<file path="src/hdl/psl_pkg.sv">
// Shared types and codes for the priority stack core.
// Used by psl_cell and priority_stack_lifo_ties_core; no dependencies.
package psl_pkg;

    // Field widths of the request and result items
    localparam int OP_W     = 2;
    localparam int PRIO_W   = 8;
    localparam int VAL_W    = 32;
    localparam int STATUS_W = 2;
    localparam int CNT_W    = 5;

    // Packed stream widths, rounded up to whole bytes
    localparam int IN_BITS  = OP_W + PRIO_W + VAL_W;
    localparam int IN_W     = ((IN_BITS + 7) / 8) * 8;
    localparam int OUT_BITS = STATUS_W + VAL_W + CNT_W + 1;
    localparam int OUT_W    = ((OUT_BITS + 7) / 8) * 8;

    // Operation codes
    localparam logic [OP_W-1:0] OP_PUSH  = 2'd0;
    localparam logic [OP_W-1:0] OP_POP   = 2'd1;
    localparam logic [OP_W-1:0] OP_CLEAR = 2'd2;

    // Status codes
    localparam logic [STATUS_W-1:0] ST_DONE  = 2'd0;
    localparam logic [STATUS_W-1:0] ST_EMPTY = 2'd1;
    localparam logic [STATUS_W-1:0] ST_FULL  = 2'd2;

    // One held entry, as passed between neighbouring cells
    typedef struct packed {
        logic                    valid;
        logic [PRIO_W-1:0]       prio;
        logic signed [VAL_W-1:0] value;
    } t_entry;

    // Broadcast command to every cell of the chain
    typedef struct packed {
        logic                    push;
        logic                    pop;
        logic                    clear;
        logic [PRIO_W-1:0]       prio;
        logic signed [VAL_W-1:0] value;
    } t_cell_ctrl;

endpackage

</file>
<file path="src/hdl/priority_stack_lifo_ties_core.sv">
// Bounded priority stack built as a sorted chain of psl_cell slots.
// Depends on psl_pkg and psl_cell.
//
// Usage:
//   Requests enter on the slave stream (i_s_tvalid / o_s_tready / i_s_tdata):
//   push a priority and value, pop the highest priority entry (newest among
//   equal priorities), or clear. Each request gives exactly one result on the
//   master stream (o_m_tvalid / i_m_tready / o_m_tdata) carrying the status,
//   the popped value, the entry count and an empty flag.
//   The result is registered and appears in the cycle after acceptance.
//   Throughput: one request per cycle while the receiver takes results.
//   The chain is kept sorted, highest priority at cell 0, so a push is a
//   parallel compare-and-shift and a pop reads cell 0 and shifts it left.
//   Reset (i_rst_n low, synchronous) empties the store and drops any result
//   not yet taken.
//   When the receiver stalls, the result stays in the output register and
//   o_s_tready falls until it is taken; no request is lost.
module priority_stack_lifo_ties_core #(
    parameter int DEPTH = 16
) (
    input  logic                       i_clk,
    input  logic                       i_rst_n,
    input  logic                       i_s_tvalid,
    output logic                       o_s_tready,
    // [1:0] op, [9:2] priority_req, [41:10] value, [47:42] zero
    input  logic [psl_pkg::IN_W-1:0]   i_s_tdata,
    output logic                       o_m_tvalid,
    input  logic                       i_m_tready,
    // [1:0] status, [33:2] popped_value, [38:34] entry_count, [39] is_empty
    output logic [psl_pkg::OUT_W-1:0]  o_m_tdata
);

    localparam int CW = $clog2(DEPTH + 1);

    // Request fields
    logic [psl_pkg::OP_W-1:0]           req_op;
    logic [psl_pkg::PRIO_W-1:0]         req_prio;
    logic signed [psl_pkg::VAL_W-1:0]   req_value;
    assign req_op    = i_s_tdata[psl_pkg::OP_W-1:0];
    assign req_prio  = i_s_tdata[psl_pkg::OP_W +: psl_pkg::PRIO_W];
    assign req_value = i_s_tdata[psl_pkg::OP_W + psl_pkg::PRIO_W +: psl_pkg::VAL_W];

    logic r_m_valid;
    logic [psl_pkg::OUT_W-1:0] r_m_data;
    logic [psl_pkg::OUT_W-1:0] n_m_data;
    logic [CW-1:0] r_count;
    logic [CW-1:0] n_count;

    logic accept;
    logic full;
    logic empty;
    assign o_s_tready = !r_m_valid || i_m_tready;
    assign accept     = i_s_tvalid && o_s_tready;
    assign full       = (r_count == CW'(DEPTH));
    assign empty      = (r_count == '0);

    // Command to the chain; refused pushes and empty pops leave it alone
    psl_pkg::t_cell_ctrl ctrl;
    always_comb begin
        ctrl.push  = accept && (req_op == psl_pkg::OP_PUSH) && !full;
        ctrl.pop   = accept && (req_op == psl_pkg::OP_POP) && !empty;
        ctrl.clear = accept && (req_op == psl_pkg::OP_CLEAR);
        ctrl.prio  = req_prio;
        ctrl.value = req_value;
    end

    // Chain of cells, head (highest priority) at index 0
    psl_pkg::t_entry cell_q [DEPTH];
    logic            cell_ge [DEPTH];
    psl_pkg::t_entry blank;
    assign blank = '0;

    genvar g;
    generate
        for (g = 0; g < DEPTH; g++) begin : g_cell
            psl_pkg::t_entry left_e;
            psl_pkg::t_entry right_e;
            logic            left_ge;
            if (g == 0) begin : g_head
                assign left_e  = blank;
                assign left_ge = 1'b0;
            end else begin : g_mid
                assign left_e  = cell_q[g-1];
                assign left_ge = cell_ge[g-1];
            end
            if (g == DEPTH - 1) begin : g_tail
                assign right_e = blank;
            end else begin : g_body
                assign right_e = cell_q[g+1];
            end
            psl_cell u_cell (
                .i_clk     (i_clk),
                .i_rst_n   (i_rst_n),
                .i_ctrl    (ctrl),
                .i_left    (left_e),
                .i_left_ge (left_ge),
                .i_right   (right_e),
                .o_entry   (cell_q[g]),
                .o_ge      (cell_ge[g])
            );
        end
    endgenerate

    // Result and count for the accepted request
    logic [psl_pkg::STATUS_W-1:0]     res_status;
    logic signed [psl_pkg::VAL_W-1:0] res_value;
    logic [31:0]                      cnt_ext;
    always_comb begin
        res_status = psl_pkg::ST_DONE;
        res_value  = '0;
        n_count    = r_count;
        case (req_op)
            psl_pkg::OP_PUSH: begin
                if (full) begin
                    res_status = psl_pkg::ST_FULL;
                end else begin
                    n_count = r_count + CW'(1);
                end
            end
            psl_pkg::OP_POP: begin
                if (empty) begin
                    res_status = psl_pkg::ST_EMPTY;
                end else begin
                    res_value = cell_q[0].value;
                    n_count   = r_count - CW'(1);
                end
            end
            psl_pkg::OP_CLEAR: begin
                n_count = '0;
            end
            default: begin
                n_count = r_count;
            end
        endcase
        cnt_ext  = 32'(n_count);
        n_m_data = '0;
        n_m_data[psl_pkg::STATUS_W-1:0] = res_status;
        n_m_data[psl_pkg::STATUS_W +: psl_pkg::VAL_W] = res_value;
        n_m_data[psl_pkg::STATUS_W + psl_pkg::VAL_W +: psl_pkg::CNT_W] =
            cnt_ext[psl_pkg::CNT_W-1:0];
        n_m_data[psl_pkg::OUT_BITS-1] = (n_count == '0);
    end

    // Count and output register
    always_ff @(posedge i_clk) begin
        if (!i_rst_n) begin
            r_count   <= '0;
            r_m_valid <= 1'b0;
        end else begin
            if (accept) begin
                r_count   <= n_count;
                r_m_valid <= 1'b1;
            end else if (i_m_tready) begin
                r_m_valid <= 1'b0;
            end
        end
        if (accept) begin
            r_m_data <= n_m_data;
        end
    end

    assign o_m_tvalid = r_m_valid;
    assign o_m_tdata  = r_m_data;

endmodule

</file>
<file path="src/hdl/psl_cell.sv">
// One slot of the sorted chain: holds an entry and moves it at most one place on a push or pop.
// Depends on psl_pkg.
module psl_cell (
    input  logic                 i_clk,
    input  logic                 i_rst_n,
    input  psl_pkg::t_cell_ctrl  i_ctrl,
    input  psl_pkg::t_entry      i_left,
    input  logic                 i_left_ge,
    input  psl_pkg::t_entry      i_right,
    output psl_pkg::t_entry      o_entry,
    output logic                 o_ge
);

    psl_pkg::t_entry r_entry;
    psl_pkg::t_entry n_entry;

    // New priority sits at or ahead of this slot: empty slot, or not above
    // the new one (ties go in front, so the newest equal entry leaves first)
    assign o_ge    = !r_entry.valid || (i_ctrl.prio >= r_entry.prio);
    assign o_entry = r_entry;

    // Next contents: emptied on clear, shift right on insert, shift left on removal
    always_comb begin
        n_entry = r_entry;
        if (i_ctrl.clear) begin
            n_entry.valid = 1'b0;
        end else if (i_ctrl.push) begin
            if (i_left_ge) begin
                n_entry = i_left;
            end else if (o_ge) begin
                n_entry.valid = 1'b1;
                n_entry.prio  = i_ctrl.prio;
                n_entry.value = i_ctrl.value;
            end
        end else if (i_ctrl.pop) begin
            n_entry = i_right;
        end
    end

    // Valid bit reset; payload needs none
    always_ff @(posedge i_clk) begin
        if (!i_rst_n) begin
            r_entry.valid <= 1'b0;
        end else begin
            r_entry.valid <= n_entry.valid;
        end
        r_entry.prio  <= n_entry.prio;
        r_entry.value <= n_entry.value;
    end

endmodule
</file>
<file path="config.mk">
export PLATFORM = sky130hd
export DESIGN_NAME = priority_stack_lifo_ties_core
export DESIGN_NICKNAME = d
export VERILOG_FILES = /design/src/hdl/psl_pkg.sv /design/src/hdl/priority_stack_lifo_ties_core.sv /design/src/hdl/psl_cell.sv
export SDC_FILE = /design/constraint.sdc
export NUM_CORES = 2
export LEC_CHECK = 0
export BUFFER_PORTS_ARGS = -buffer_cell sky130_fd_sc_hd__buf_2
export CORE_ASPECT_RATIO = 0.5
export CORE_UTILIZATION = 25
export DETAILED_ROUTE_END_ITERATION = 12
export REMOVE_ABC_BUFFERS = 1
export SLEW_MARGIN = 0
export SYNTH_ARGS = -nofsm -noshare
export SYNTH_HDL_FRONTEND = slang
export SYNTH_SLANG_ARGS = --single-unit
export TNS_END_PERCENT = 10
</file>
<file path="constraint.sdc">
create_clock -name i_clk -period 5.6 [get_ports i_clk]
set_input_delay 1.12 -clock i_clk [delete_from_list [all_inputs] [get_ports i_clk]]
set_output_delay 1.12 -clock i_clk [all_outputs]
set_load 0.03 [all_outputs]
</file>
After elaboration in Yosys (flattened, before gate mapping)

Index checks and enable logic that the tools add are counted.

Flip-flop bits (word level): 702
Input port bits: 52
Word-level logic and storage cells: 244

Add/sub/neg operators: 2
Order comparisons: 16
Equal/unequal tests: 19
Multiplexer cells: 71
Bitwise logic cells: 3
Reductions and logical operators: 81

Operator list:

| operator                                              | count |
|---|---|
| two-way mux 41 bit                                    | 63 |
| >= comparator 8 bit                                   | 16 |
| AND reduction 3 bit                                   | 16 |
| inequality test 3 x 1 -> 1 bit, second input constant | 15 |
| AND reduction 2 bit                                   | 16 |
| zero test 1 bit                                       | 19 |
| logical OR 1 bit                                      | 17 |
| one-hot mux 5 bit (3 select lines)                    | 1 |
| zero test 5 bit                                       | 2 |
| two-way mux 5 bit                                     | 2 |
| logical AND 1 bit                                     | 6 |
| adder 5 x 1 -> 5 bit, second input constant           | 1 |
| equality test 5 bit, second input constant            | 1 |
| subtractor 5 x 1 -> 5 bit, second input constant      | 1 |
| one-hot mux 2 bit (2 select lines)                    | 1 |
| nonzero test 2 bit                                    | 2 |
| OR reduction 2 bit                                    | 2 |
| two-way mux 1 bit                                     | 3 |
| inverter 1 bit                                        | 3 |
| equality test 2 x 1 -> 1 bit, second input constant   | 1 |
| equality test 2 bit, second input constant            | 1 |
| zero test 2 bit                                       | 1 |
| two-way mux 2 bit                                     | 1 |
| inequality test 2 x 1 -> 1 bit, second input constant | 1 |

Logic depth before layout (Yosys ltp)

Depth in word-level cells: 7
Depth in mapped cells: 11

Cells and area by module

Synthesis repeated with hierarchy kept, for this count alone.

Cells, all modules: 3520
Area total of the unflattened synthesis: 39143.8 um2

Modules (own cells, without submodules):

| module                        | times used | cells an instance | area each (um2) | seq. area each (um2) |
|---|---|---|---|---|
| psl_cell                      | 16         | 210               | 2317.2          | 1221.2 |
| priority_stack_lifo_ties_core | 1          | 160               | 2068.2          | 1321.3 |

Worst setup path after synthesis

No wires, ideal clock.

Path kind: input port to flip-flop
From: input port i_s_tdata[2] (netlist name)
To: register g_cell[15].u_cell.r_entry (netlist bit g_cell[15].u_cell.o_entry[0]) (enable)
Library setup time: 0.461 ns
Arrival time: 4.941 ns
Setup slack: 0.198 ns
Cell stages on the path: 9
Buffers on the path: 2
Path through: clkbuf_1 inv_1 ha_1 nand2b_1 a21oi_1 o21ai_0 a21oi_1 clkbuf_1 a31oi_1

Cells in the longest elaborated chain, start to end: 4

RTL lines:

| what                                       | RTL line                            | RTL |
|---|---|---|
| start: declaration                         | priority_stack_lifo_ties_core.sv:26 | `input logic [psl_pkg::IN_W-1:0] i_s_tdata,` |
| >= comparator 8 bit                        | psl_cell.sv:19                      | `assign o_ge = !r_entry.valid \|\| (i_ctrl.prio >= r_entry.prio);` |
| logical OR 1 bit                           | psl_cell.sv:19                      |  |
| inequality test 3 x 1 -> 1 bit (no line) * | -                                   |  |
| AND reduction 3 bit (no line) *            | -                                   |  |
| end: declaration                           | psl_cell.sv:14                      | `psl_pkg::t_entry r_entry;` |

Every way passes the cells marked *; elsewhere a longest branch is shown, timed or not.
A chain may end at the register's enable or synchronous reset.

Worst setup path after layout

From: input port i_s_tdata[2] (netlist name)
To: register g_cell[3].u_cell.r_entry (netlist bit g_cell[3].u_cell.o_entry[23]) (data pin)

Cells in the longest elaborated chain, start to end: 4

RTL lines:

| what                | RTL line       | RTL |
|---|---|---|
| >= comparator 8 bit | psl_cell.sv:19 |  |
| logical OR 1 bit    | psl_cell.sv:19 |  |
| two-way mux 41 bit  | psl_cell.sv:28 | `if (i_left_ge) begin` |
| two-way mux 41 bit  | psl_cell.sv:27 | `end else if (i_ctrl.push) begin` |
| end: declaration    | psl_cell.sv:14 |  |

No other way between the ends.

==> reports/metrics.cfg <==
[worst_setup_path]
critical_path.cell_chain=buf_2, inv_1, buf_4, ha_1, nand2b_1, a21o_1, a2111oi_2, o21a_2, buf_4, a21oi_1, a21oi_1
path_buf_inv=4
worstPathRequired_ps=6080
path_max_fanout=40
end_kind=flop
r2r_slack_ps=1880
crit_arrival_ps=4620
critPathSlowestCell=buf_4
crit_type=primary input to flop
start_kind=primary input
critPathMaxStageDelay_ps=640
path_delay_family=buffers and inverters

[drt]
drc=0
ant_nets=0
wl_per_cell_um=19.7
dr.pass1.iters=6
vias_per_cell=5.16
drtIter0Drc=2999
wirelength_um=112000
vias=29151

[yosys]
ys_async_sr_fraction_pct=0
synth_top_area_cell=edfxtp_1
synthCells=3689
synth_edf_count=680
ys_types=59
synth.top_cells.by_area=edfxtp_1 55%, a21oi_1 8.1%, nand2_1 6.3%, ha_1 4.4%, o211ai_1 4.0%
syn-cell-area_um2=36900
avgSynthCellArea_um2=9.99
yosysSeqAreaShare_pct=56.6
yosysTopAreaCellShare_pct=55.4
synth_ff_type=edfxtp_1
synth-seq-cells=702
ys.warnings.count=0

[power]
netSwitchingFraction_pct=26.4
internal-power_mw=9.54
p_switching_mw=3.43
powerDensity_nw_per_um2=309
vdd_drop_max_uv=221
pwr-share-seq_pct=48.6
combPwrFrac_pct=12.2
power_frac_clock_pct=39.2
p_leak_nw=15.9

[sta]
tightest_slew_ps=1100
min_period_ps=4140
finalHoldViolCount=0
setup_viol=0
rsz0062_at_grt=false
drv_slew=0
fmax_ghz=0.241
whs_ps=535
max_slew_margin_pct=26.4
fin_skew_ps=17.8
finalSetupTns_ps=0
fin_crit_sh_pct=74.0

[placement]
dp_hpwl_um=66700
place.port_buffers=87
place_congestion=0.837

[floorplanning]
fp-row-count=99
io-pin-count=94
start_util_pct=25.2
die-area_um2=149000
die_y_um=273
core_area_um2=146000
die_width_um=545

[clocking]
cts_resized=0
clock_latency_ps=630
cts.reportedPaths.clkPinSlew_ps=60
cts_buffer_depth=3
cts_tree=done
post_cts_buffers=0
cts_made_buffers=80
ctsHtreeMaxLevel=3
clock_sinks=702
ctsHoldBuffers=0
cts_root_buf=clkbuf_16

[cells_and_area]
layout_commonest_cell=edfxtp_1
drive_above_1_share_pct=8.83
areaGrowthSynthToFinish_pct=14.0
fin_nets=3801
final_cell_mix=680 x edfxtp_1, 621 x nand2_1, 583 x a21oi_1, 289 x nor2_1, 278 x nand3_1

[grt]
grt_pass1_vias=28700
grt_max_degree=205
grt.total_usage_pct=14.6
overflow=0
grt_pass1_wl_um=171000
antenna_found_initial=7

[hold_path]
hold_class=flop to flop

[run_status]
status=finished, final reports clean

[job]
drv_cap=0

==> layout make-up <==
| type | count | area, um2 |
|---|---|---|
| multi-input combinational | 2541 | 14500 |
| timing repair buffer | 167 | 1270 |
| antenna | 3 | 7.51 |
| sequential | 702 | 20900 |
| fill | 14969 | 104000 |
| clock buffer | 108 | 2160 |
| tap | 1969 | 2460 |
| inverter | 127 | 478 |
| clock inverter | 34 | 289 |
==> cells by family (layout without fill, tap and decap cells) <==
logic type      Yosys count  count (layout)  synth area share (%)
simple gates           1283            1283                  14.7
compound gates         1080            1080                  17.8
flops                   702             702                  56.6
buf+inv                 446             436                  5.15
fa+ha+maj               130             130                  4.41
mux                      46              46                  1.25
xor+xnor                  2               2                0.0475
other cells               0               3                     0
==> metal layers <==
| metal | global-route usage, % | routed length [um] |
|---|---|---|
| met2 | 23.9 | 52000 |
| met5 | 0 | 0 |
| met4 | 5.02 | 3480 |
| met3 | 2.30 | 8280 |
| met1 | 19.5 | 47800 |
==> worst paths after layout <==
path | from | to | depth (start not counted)
hold reg to reg | o_m_tvalid | o_m_tvalid | 2
setup reg to reg | r_count[0] | g_cell[4].u_cell.o_entry[33] | 8
setup / recovery | i_s_tdata[2] | g_cell[3].u_cell.o_entry[23] | 11
hold / removal | o_m_tvalid | o_m_tvalid | 2
==> metrics by stage <==
step | total power [mW] | instances | setup WS, ps | utilization, % | cell area, um2
floorplan | 7.47 | 3370 | -9400 | - | 35400
global placement | 7.92 | 5506 | 958 | 27.1 | 39500
detailed placement | 7.97 | 5506 | 898 | 27.1 | 39500
CTS | 13.0 | 5648 | 1530 | 28.8 | 42000
global route | 13.4 | 5651 | 1300 | 28.8 | 42000
finish | 13.0 | 5651 | 1460 | 28.8 | 42000
==> power groups by stage <==
stage          Clock, mW  Combinational (mW)  Sequential [mW]
3_5_place_dp           0                1.57             6.40
5_1_grt             5.34                1.74             6.33
6_report            5.09                1.58             6.30
3_3_place_gp           0                1.52             6.39
4_1_cts             5.15                1.58             6.30
2_1_floorplan          0                1.06             6.41
==> worst register-to-register path: stages (launching register included) <==
cell,delay [ps]
dfxtp_1,450
inv_1,100
ha_1,250
nor3b_4,200
nand2_1,110
nand3_2,630
buf_4,480
a21oi_4,840
buf_12,310
==> state kept, by name, indices dropped and copies added, names as in the netlist <==
name / flops
o_m_tdata: 40
g_cell.u_cell.o_entry: 656
o_m_tvalid: 1
r_count: 5
==> synthesized netlist by cell type, drive strengths merged, types with 4 or more instances <==
master / number
nor2: 294
a22o: 4
nand3: 279
o31ai: 16
clkbuf: 167
and2: 32
edfxtp: 680
and3: 4
o21a: 15
dfxtp: 22
o221ai: 42
buf: 152
or4: 8
o211a: 4
a211oi: 7
o21ai: 83
nand2: 629
inv: 127
ha: 130
o2111a: 8
o22ai: 15
o211ai: 196
a21o: 17
a22oi: 51
nand2b: 20
nor3: 5
a21oi: 595
a2111oi: 9
mux2i: 46
o2111ai: 6
(Power assumes the default switching activity.)
